[config.mk]
export PLATFORM = sky130hd
export DESIGN_NAME = time_window_packet_gate
export DESIGN_NICKNAME = d
export VERILOG_FILES = /design/src/hdl/twpg_pkg.sv /design/src/hdl/twpg_sub.sv /design/src/hdl/twpg_table.sv /design/src/hdl/time_window_packet_gate.sv
export SDC_FILE = /design/constraint.sdc
export NUM_CORES = 1
export LEC_CHECK = 0
export ABC_AREA = 1
export BUFFER_PORTS_ARGS = -buffer_cell sky130_fd_sc_hd__buf_4
export CORE_MARGIN = 10
export CORE_UTILIZATION = 35
export DETAILED_ROUTE_END_ITERATION = 10
export PLACE_DENSITY_LB_ADDON = 0.12
export SETUP_SLACK_MARGIN = 0.5
export SKIP_LAST_GASP = 1
export SLEW_MARGIN = 20
export SYNTH_ARGS = -nofsm -noshare
export SYNTH_HDL_FRONTEND = slang
export SYNTH_SLANG_ARGS = --single-unit
[constraint.sdc]
create_clock -name clock -period 6.8 [get_ports clock]
set_clock_uncertainty 0.15 [all_clocks]
set_input_delay 0.68 -clock clock [delete_from_list [all_inputs] [get_ports clock]]
set_output_delay 0.68 -clock clock [all_outputs]
set_load 0.03 [all_outputs]
[src/hdl/twpg_pkg.sv]
// Shared types and constants for the time window packet gate.
// No dependencies; imported by every module of the block.
`timescale 1ns / 1ps
`default_nettype none

package twpg_pkg;

   localparam int ELAPSED_W = 32;
   localparam int IV_W      = 17;

   localparam logic [1:0] ACT_TICK = 2'd0;
   localparam logic [1:0] ACT_BYTE = 2'd1;
   localparam logic [1:0] ACT_LOAD = 2'd2;

   localparam logic CSR_GOOD_WINDOW = 1'b0;
   localparam logic CSR_SCHED_LEN   = 1'b1;

   localparam logic [5:0] HDR_MIN = 6'd20;
   localparam logic [6:0] UDP_HDR = 7'd8;

   typedef struct packed {
      logic                 borrow;
      logic [ELAPSED_W-1:0] diff;
   } sub_res_type;

endpackage

`default_nettype wire

[src/hdl/twpg_sub.sv]
// Shared 32-bit subtract and compare unit: a - b with borrow (a < b).
// Depends on twpg_pkg.
`timescale 1ns / 1ps
`default_nettype none

module twpg_sub (
   input  wire logic [twpg_pkg::ELAPSED_W-1:0] a,
   input  wire logic [twpg_pkg::ELAPSED_W-1:0] b,
   output twpg_pkg::sub_res_type               res
);
   import twpg_pkg::*;

   logic [ELAPSED_W:0] full;

   assign full       = {1'b0, a} - {1'b0, b};
   assign res.borrow = full[ELAPSED_W];
   assign res.diff   = full[ELAPSED_W-1:0];

endmodule

`default_nettype wire

[src/hdl/twpg_table.sv]
// Interval table: single write port, registered read port.
// Depends on twpg_pkg.
`timescale 1ns / 1ps
`default_nettype none

module twpg_table #(
   parameter int DEPTH  = 64,
   parameter int ADDR_W = 6
) (
   input  wire logic                      clock,
   input  wire logic                      wr_en,
   input  wire logic [ADDR_W-1:0]         wr_addr,
   input  wire logic [twpg_pkg::IV_W-1:0] wr_data,
   input  wire logic [ADDR_W-1:0]         rd_addr,
   output logic      [twpg_pkg::IV_W-1:0] rd_data
);
   import twpg_pkg::*;

   logic [IV_W-1:0] mem_ff [DEPTH];
   logic [IV_W-1:0] rd_data_ff;

   always_ff @(posedge clock) begin
      if (wr_en) begin
         mem_ff[wr_addr] <= wr_data;
      end
      rd_data_ff <= mem_ff[rd_addr];
   end

   assign rd_data = rd_data_ff;

endmodule

`default_nettype wire

[src/hdl/time_window_packet_gate.sv]
// Time window packet gate: a non-final packet byte, tick or load is handled while idle.
// A final packet byte walks the schedule, then the finish state loads the result register;
// each walk step is one table read and one pass through the shared subtractor.
// While idle, one request per cycle is taken if the result register is empty or drains.
// Reset is synchronous: counters, position and parser clear; the table is undefined
// until loaded.
`timescale 1ns / 1ps
`default_nettype none

module time_window_packet_gate #(
   parameter int MAX_ENTRIES = 64
) (
   input  wire logic        clock,
   input  wire logic        reset,
   input  wire logic        req_tvalid,
   output logic             req_tready,
   input  wire logic [31:0] req_tdata,   // data_byte[7:0], entry_index[13:8], entry_value[29:14]
   input  wire logic [1:0]  req_tuser,   // action
   output logic             rsp_tvalid,
   input  wire logic        rsp_tready,
   output logic [7:0]       rsp_tdata,   // payload_byte
   output logic [2:0]       rsp_tuser,   // byte_valid, forward, malformed
   output logic             rsp_tlast,
   input  wire logic        csr_valid,
   output logic             csr_ready,
   input  wire logic        csr_index,
   input  wire logic [7:0]  csr_data
);
   import twpg_pkg::*;

   localparam int POS_W = (MAX_ENTRIES > 1) ? $clog2(MAX_ENTRIES) : 1;
   localparam int CW    = (POS_W + 1 > 7) ? POS_W + 1 : 7;
   localparam int IW    = ((POS_W > 6) ? POS_W : 6) + 1;

   localparam logic [1:0] ST_IDLE = 2'd0;
   localparam logic [1:0] ST_RD   = 2'd1;
   localparam logic [1:0] ST_CMP  = 2'd2;
   localparam logic [1:0] ST_FIN  = 2'd3;

   logic [1:0]           state_ff, state_in;
   logic [ELAPSED_W-1:0] elapsed_ff, elapsed_in;
   logic [POS_W-1:0]     pos_ff, pos_in;
   logic [15:0]          offset_ff, offset_in;
   logic [5:0]           header_ff, header_in;
   logic [15:0]          pkt_len_ff, pkt_len_in;
   logic [7:0]           gw_ff, gw_in;
   logic [6:0]           slen_ff, slen_in;
   logic                 bad_ff, bad_in;
   logic                 pend_valid_ff, pend_valid_in;
   logic [7:0]           pend_data_ff, pend_data_in;
   logic                 rsp_tvalid_ff, rsp_tvalid_in;
   logic [7:0]           rsp_tdata_ff, rsp_tdata_in;
   logic [2:0]           rsp_tuser_ff, rsp_tuser_in;
   logic                 rsp_tlast_ff, rsp_tlast_in;

   logic [1:0]           action;
   logic [7:0]           data_byte;
   logic [5:0]           entry_index;
   logic [15:0]          entry_value;
   logic                 req_fire, out_free;

   logic [5:0]           ihl_bytes, hdr_new;
   logic [15:0]          pkt_new;
   logic [16:0]          hdr_plus, off_plus, end_len;
   logic                 byte_valid, byte_last, byte_bad;

   logic [IW-1:0]        idx_wide;
   logic                 tbl_wr;
   logic [IV_W-1:0]      tbl_wdata, iv;
   logic [ELAPSED_W-1:0] sub_b;
   sub_res_type          sub_res;
   logic [POS_W:0]       nxt;
   logic                 nxt_wrap, walk_stop;

   assign action      = req_tuser;
   assign data_byte   = req_tdata[7:0];
   assign entry_index = req_tdata[13:8];
   assign entry_value = req_tdata[29:14];

   assign out_free   = !rsp_tvalid_ff || rsp_tready;
   assign req_tready = (state_ff == ST_IDLE) && out_free;
   assign req_fire   = req_tvalid && req_tready;
   assign csr_ready  = 1'b1;

   // header parse for the byte on the input
   assign ihl_bytes = {data_byte[3:0], 2'b00};
   always_comb begin
      hdr_new = header_ff;
      if (offset_ff == 16'd0) begin
         hdr_new = (ihl_bytes < HDR_MIN) ? HDR_MIN : ihl_bytes;
      end
      pkt_new = pkt_len_ff;
      if (offset_ff == 16'd2) begin
         pkt_new = {data_byte, pkt_len_ff[7:0]};
      end else if (offset_ff == 16'd3) begin
         pkt_new = {pkt_len_ff[15:8], data_byte};
      end
   end

   assign hdr_plus   = {10'd0, {1'b0, hdr_new} + UDP_HDR};
   assign off_plus   = {1'b0, offset_ff} + 17'd1;
   assign end_len    = (pkt_new < {10'd0, hdr_new}) ? {11'd0, hdr_new} : {1'b0, pkt_new};
   assign byte_valid = ({1'b0, offset_ff} >= hdr_plus) && (offset_ff < pkt_new);
   assign byte_last  = (offset_ff >= 16'd3) && (off_plus >= end_len);
   assign byte_bad   = {1'b0, pkt_new} < hdr_plus;

   // schedule table
   assign idx_wide  = IW'(entry_index);
   assign tbl_wr    = req_fire && (action == ACT_LOAD) && (idx_wide < IW'(MAX_ENTRIES));
   assign tbl_wdata = {1'b0, entry_value} + {9'd0, gw_ff};

   twpg_table #(
      .DEPTH  (MAX_ENTRIES),
      .ADDR_W (POS_W)
   ) u_table (
      .clock   (clock),
      .wr_en   (tbl_wr),
      .wr_addr (idx_wide[POS_W-1:0]),
      .wr_data (tbl_wdata),
      .rd_addr (pos_ff),
      .rd_data (iv)
   );

   // shared subtractor: tick increment, walk step, window compare
   always_comb begin
      unique case (state_ff)
         ST_CMP:  sub_b = {{(ELAPSED_W-IV_W){1'b0}}, iv};
         ST_FIN:  sub_b = {{(ELAPSED_W-8){1'b0}}, gw_ff};
         default: sub_b = {ELAPSED_W{1'b1}};
      endcase
   end

   twpg_sub u_sub (
      .a   (elapsed_ff),
      .b   (sub_b),
      .res (sub_res)
   );

   assign nxt       = {1'b0, pos_ff} + {{POS_W{1'b0}}, 1'b1};
   assign nxt_wrap  = (CW'(nxt) >= CW'(slen_ff)) || (CW'(nxt) >= CW'(MAX_ENTRIES));
   assign walk_stop = (iv == '0) || sub_res.borrow;

   always_comb begin
      state_in      = state_ff;
      elapsed_in    = elapsed_ff;
      pos_in        = pos_ff;
      offset_in     = offset_ff;
      header_in     = header_ff;
      pkt_len_in    = pkt_len_ff;
      gw_in         = gw_ff;
      slen_in       = slen_ff;
      bad_in        = bad_ff;
      pend_valid_in = pend_valid_ff;
      pend_data_in  = pend_data_ff;
      rsp_tvalid_in = rsp_tvalid_ff && !rsp_tready;
      rsp_tdata_in  = rsp_tdata_ff;
      rsp_tuser_in  = rsp_tuser_ff;
      rsp_tlast_in  = rsp_tlast_ff;

      if (csr_valid && csr_ready) begin
         unique case (csr_index)
            CSR_GOOD_WINDOW: gw_in   = csr_data;
            CSR_SCHED_LEN:   slen_in = csr_data[6:0];
            default:         gw_in   = gw_ff;
         endcase
      end

      unique case (state_ff)
         ST_IDLE: begin
            if (req_fire && action == ACT_TICK) begin
               if (elapsed_ff != {ELAPSED_W{1'b1}}) begin
                  elapsed_in = sub_res.diff;
               end
            end else if (req_fire && action == ACT_BYTE) begin
               if (byte_last) begin
                  offset_in     = 16'd0;
                  header_in     = HDR_MIN;
                  pkt_len_in    = 16'd0;
                  bad_in        = byte_bad;
                  pend_valid_in = byte_valid;
                  pend_data_in  = byte_valid ? data_byte : 8'd0;
                  state_in      = ST_RD;
               end else begin
                  offset_in  = off_plus[15:0];
                  header_in  = hdr_new;
                  pkt_len_in = pkt_new;
                  if (byte_valid) begin
                     rsp_tvalid_in = 1'b1;
                     rsp_tdata_in  = data_byte;
                     rsp_tuser_in  = 3'b001;
                     rsp_tlast_in  = 1'b0;
                  end
               end
            end
         end
         ST_RD: begin
            state_in = ST_CMP;
         end
         ST_CMP: begin
            if (walk_stop) begin
               state_in = ST_FIN;
            end else begin
               elapsed_in = sub_res.diff;
               pos_in     = nxt_wrap ? '0 : nxt[POS_W-1:0];
               state_in   = ST_RD;
            end
         end
         ST_FIN: begin
            if (out_free) begin
               rsp_tvalid_in = 1'b1;
               rsp_tdata_in  = pend_data_ff;
               rsp_tuser_in  = {bad_ff, !bad_ff && sub_res.borrow, pend_valid_ff};
               rsp_tlast_in  = 1'b1;
               state_in      = ST_IDLE;
            end
         end
         default: state_in = ST_IDLE;
      endcase
   end

   always_ff @(posedge clock) begin
      if (reset) begin
         state_ff      <= ST_IDLE;
         elapsed_ff    <= '0;
         pos_ff        <= '0;
         offset_ff     <= 16'd0;
         header_ff     <= HDR_MIN;
         pkt_len_ff    <= 16'd0;
         gw_ff         <= 8'd1;
         slen_ff       <= 7'd1;
         rsp_tvalid_ff <= 1'b0;
      end else begin
         state_ff      <= state_in;
         elapsed_ff    <= elapsed_in;
         pos_ff        <= pos_in;
         offset_ff     <= offset_in;
         header_ff     <= header_in;
         pkt_len_ff    <= pkt_len_in;
         gw_ff         <= gw_in;
         slen_ff       <= slen_in;
         rsp_tvalid_ff <= rsp_tvalid_in;
      end
   end

   always_ff @(posedge clock) begin
      bad_ff        <= bad_in;
      pend_valid_ff <= pend_valid_in;
      pend_data_ff  <= pend_data_in;
      rsp_tdata_ff  <= rsp_tdata_in;
      rsp_tuser_ff  <= rsp_tuser_in;
      rsp_tlast_ff  <= rsp_tlast_in;
   end

   assign rsp_tvalid = rsp_tvalid_ff;
   assign rsp_tdata  = rsp_tdata_ff;
   assign rsp_tuser  = rsp_tuser_ff;
   assign rsp_tlast  = rsp_tlast_ff;

`ifndef SYNTHESIS
   a_pos_range: assert property (@(posedge clock) disable iff (reset)
      CW'(pos_ff) < CW'(MAX_ENTRIES))
      else $error("schedule position out of range");

   a_walk_shrinks: assert property (@(posedge clock) disable iff (reset)
      (state_ff == ST_CMP && !walk_stop) |=> elapsed_ff < $past(elapsed_ff))
      else $error("walk step did not reduce elapsed seconds");

   a_payload_zero: assert property (@(posedge clock) disable iff (reset)
      (rsp_tvalid && !rsp_tuser[0]) |-> rsp_tdata == 8'd0)
      else $error("payload byte set without byte_valid");

   a_verdict_end: assert property (@(posedge clock) disable iff (reset)
      (rsp_tvalid && (rsp_tuser[1] || rsp_tuser[2])) |-> rsp_tlast && !(rsp_tuser[1] && rsp_tuser[2]))
      else $error("verdict flags outside packet end");
`endif

endmodule

`default_nettype wire

==> results.json <==
{
  "synth_seq_cells": 1221,
  "synth_cell_types": 50,
  "finalCritPeriodShare_pct": 81.48,
  "synth_top_area_cell": "edfxtp_1",
  "core_sq_um": 143300,
  "cts_root_buf": "clkbuf_16",
  "worstRegToRegCells": 24,
  "powerDensity_nw_per_um2": 277.4,
  "postLayoutCoreUtil_pct": 40.59,
  "cts_tree": "yes",
  "crit_arrival_ns": 5.78,
  "place.gp.congestion": 0.8036,
  "internal_power_mw": 12.57,
  "first_iter_violations": 2598,
  "clockBufferDepth": 3,
  "grt_max_degree": 133,
  "hp-start": "csr_valid",
  "peakVddDrop_uv": 200.8,
  "status": "complete, no violations",
  "wl_mm": 155.0,
  "grt_pass1_vias": 32390,
  "setup_viol": 0,
  "finalMaxSlewViolations": 0,
  "port_buffers": 59,
  "cts_sinks": 1221,
  "swShare_pct": 22.07,
  "area_growth_pct": 15.32,
  "vias_per_cell": 5.419,
  "fillers": 13590,
  "clkLatencyLatePin_ns": 0.78,
  "die_x_um": 399.6,
  "ff2ff_setup_slack_ns": 1.26,
  "hold_depth": 3,
  "synth_top_area_share_pct": 66.09,
  "ctsResizeCount": 0,
  "antenna_found_initial": 7,
  "routedWlPerCell_um": 25.46,
  "fp-row-count": 139,
  "hold_ws_ns": 0.06418,
  "final_common_cell": "edfxtp_1",
  "initial_utilization_pct": 35.19,
  "synth_nets": 4155,
  "synth.area.top_cells": "edfxtp_1, a21oi_1, o221ai_1, dfxtp_1, nand2_1",
  "diodes": 0,
  "layout_common_cells": "edfxtp_1, a21oi_1, nand2_1, o221ai_1, o21ai_0",
  "antenna_left": 0,
  "die_height_um": 399.6,
  "final-instance-count-excl-fill": 6087,
  "dp_cells": 5840,
  "synth_warnings": 0,
  "r2r-end": "pend_data_ff[2]$_SDFFCE_PN0P_",
  "p_comb_share_pct": 3.8,
  "gr-total-overflow": 0,
  "cp_max_fo": 13,
  "pwr-share-seq_pct": 52.1,
  "p_switching_mw": 3.561,
  "final_area_sq_um": 58160,
  "numCtsBuffers": 137,
  "max_freq_ghz": 0.1805,
  "clk_pin_slew_ns": 0.06,
  "synth_seq_area_share_pct": 70.49,
  "die_area_sq_um": 159700,
  "syn-cell-area_sq_um": 50440,
  "fin_tns_setup_ns": 0,
  "cap_violations": 0,
  "drcViolationCount": 0,
  "drtPass1Iterations": 5,
  "min_to": "slen_ff[0]$_SDFFE_PP1P_",
  "grt_first_pass_wirelength_mm": 224.3,
  "hold_class": "in -> reg",
  "relSlewSlack_pct": 26.20,
  "htreeDepth": 4,
  "finalHoldViolCount": 0,
  "tightest_slew_ns": 1.107,
  "hpwl_mm": 87.95,
  "cp_data_required_time_ns": 7.04,
  "power_frac_clock_pct": 44.1,
  "dpl_cell_area_sq_um": 53790,
  "r2r_start": "offset_ff[0]$_SDFFE_PP0P_",
  "nets": 4236,
  "p_leak_nw": 19.56,
  "syn_inst": 4003,
  "drive_gt1_share_pct": 11.21,
  "io_pins": 63,
  "start_kind": "flip-flop",
  "post-route-min-period_ns": 5.541,
  "grt.total_usage_pct": 18.92,
  "rsz0062_at_grt": "false",
  "vias": 32990,
  "worstSetupPathType": "reg -> reg",
  "syn_avg_cell_area_sq_um": 12.60,
  "end_kind": "flip-flop"
}
[Yosys cell counts, drive strengths merged]
| cell type | number |
|---|---|
| a2111oi | 1 |
| a211oi | 13 |
| a21boi | 5 |
| a21o | 7 |
| a21oi | 699 |
| a221oi | 1 |
| a31oi | 4 |
| buf | 36 |
| clkbuf | 203 |
| clkinv | 3 |
| conb | 1 |
| dfxtp | 111 |
| edfxtp | 1110 |
| fa | 2 |
| ha | 102 |
| inv | 144 |
| nand2 | 551 |
| nand3 | 158 |
| nand3b | 3 |
| nand4 | 29 |
| nor2 | 181 |
| nor3 | 18 |
| nor3b | 3 |
| nor4 | 9 |
| nor4b | 1 |
| o211ai | 2 |
| o21a | 3 |
| o21ai | 257 |
| o21bai | 3 |
| o221a | 1 |
| o221ai | 272 |
| o22ai | 1 |
| o31ai | 1 |
| or2 | 12 |
| xnor2 | 22 |
| xor2 | 34 |
[registers in the layout (all words and copies together), names as in the netlist, 2 cells and up]
register         flops
state_ff             2
u_table.mem_ff    1088
pend_data_ff         8
slen_ff              7
offset_ff           16
rsp_tdata            8
elapsed_ff          32
pkt_len_ff          16
u_table.rd_data     17
pos_ff               6
gw_ff                8
header_ff            6
rsp_tuser            3
[stage by stage]
step	power [mW]	setup slack, ns
after detailed placement	9.176	1.269
after floorplan	8.849	1.735
after global placement	9.159	1.245
final	16.13	1.259
after global routing	16.61	0.6635
after CTS	16.30	1.224
[cell families (layout without fill, tap and decap cells)]
kind of cell             after synthesis  count (layout)  synth area share (%)
AO/OA/AOI/OAI                       1270            1270                 14.93
XOR/XNOR                              56              56                0.9725
adder cells (fa/ha/maj)              104             104                 2.610
buffers and inverters                386             567                 2.952
flip-flops                          1221            1221                 70.49
other                                  1               1              0.007435
AND/OR/NAND/NOR                      965             965                 8.035
[worst max-delay path: stages, from the launching register on]
cell	delay, ns
dfxtp_1	0.45
inv_1	0.14
ha_1	0.28
a2111oi_2	0.38
buf_4	0.24
nand2_1	0.06
o21ai_0	0.16
inv_1	0.11
ha_1	0.31
o21ai_1	0.08
nand2_1	0.06
a21oi_1	0.20
nor2_1	0.06
nor2_1	0.16
o21ai_2	0.25
nand2_1	0.16
o21ai_2	0.06
ha_1	0.31
inv_1	0.04
nor3_1	0.20
nor3b_1	0.23
nand4_1	0.11
nand3_1	0.17
nand2_1	0.17
nor2_1	0.60
[worst max-delay path by stage]
| stage | start | end | slack (ns) |
|---|---|---|---|
| 5_1_grt | offset_ff[0]$_SDFFE_PP0P_ | pend_data_ff[1]$_SDFFCE_PN0P_ | 0.66 |
| 2_1_floorplan | offset_ff[0]$_SDFFE_PP0P_ | rsp_tdata[0]$_DFFE_PP_ | 1.74 |
| 3_5_place_dp | offset_ff[0]$_SDFFE_PP0P_ | pend_data_ff[5]$_SDFFCE_PN0P_ | 1.27 |
| 3_3_place_gp | offset_ff[0]$_SDFFE_PP0P_ | pend_data_ff[5]$_SDFFCE_PN0P_ | 1.25 |
| 4_1_cts | offset_ff[0]$_SDFFE_PP0P_ | pend_data_ff[2]$_SDFFCE_PN0P_ | 1.22 |
| 6_report | offset_ff[0]$_SDFFE_PP0P_ | pend_data_ff[2]$_SDFFCE_PN0P_ | 1.26 |
[cell type report]
cell class	instances	area [sq um]	area share (%)
Clock inverter	57	520.5	0.8949
Multi-Input combinational cell	2396	13840	23.79
Inverter	147	566.8	0.9745
Sequential cell	1221	35570	61.15
Tap cell	1903	2381	4.094
Clock buffer	182	3726	6.406
Timing Repair Buffer	181	1562	2.685
[per-layer routing]
metal	wire length (um)	vias to the layer above	GRT usage [%]	part of all wire [%]
li1	-	15330	-	-
met1	68480	16640	25.37	44
met2	72520	800	30.19	47
met3	9125	216	4.145	5.9
met4	4804	4	6.486	3.1
met5	27	-	0	0.017
[repair_timing]
item / 4_1_cts / 5_1_grt
hold buffers: 7 / 0
setup buffers: 0 / 0
endpoints found under the hold margin: 7 / 0
[power groups by stage]
stage | clock network [mW] | registers (mW) | logic, mW
4_1_cts | 7.27 | 8.40 | 0.623
3_5_place_dp | 0 | 8.56 | 0.616
6_report | 7.11 | 8.40 | 0.620
3_3_place_gp | 0 | 8.56 | 0.599
2_1_floorplan | 0 | 8.57 | 0.276
5_1_grt | 7.54 | 8.40 | 0.676
Power figures use the tool's default switching activity.
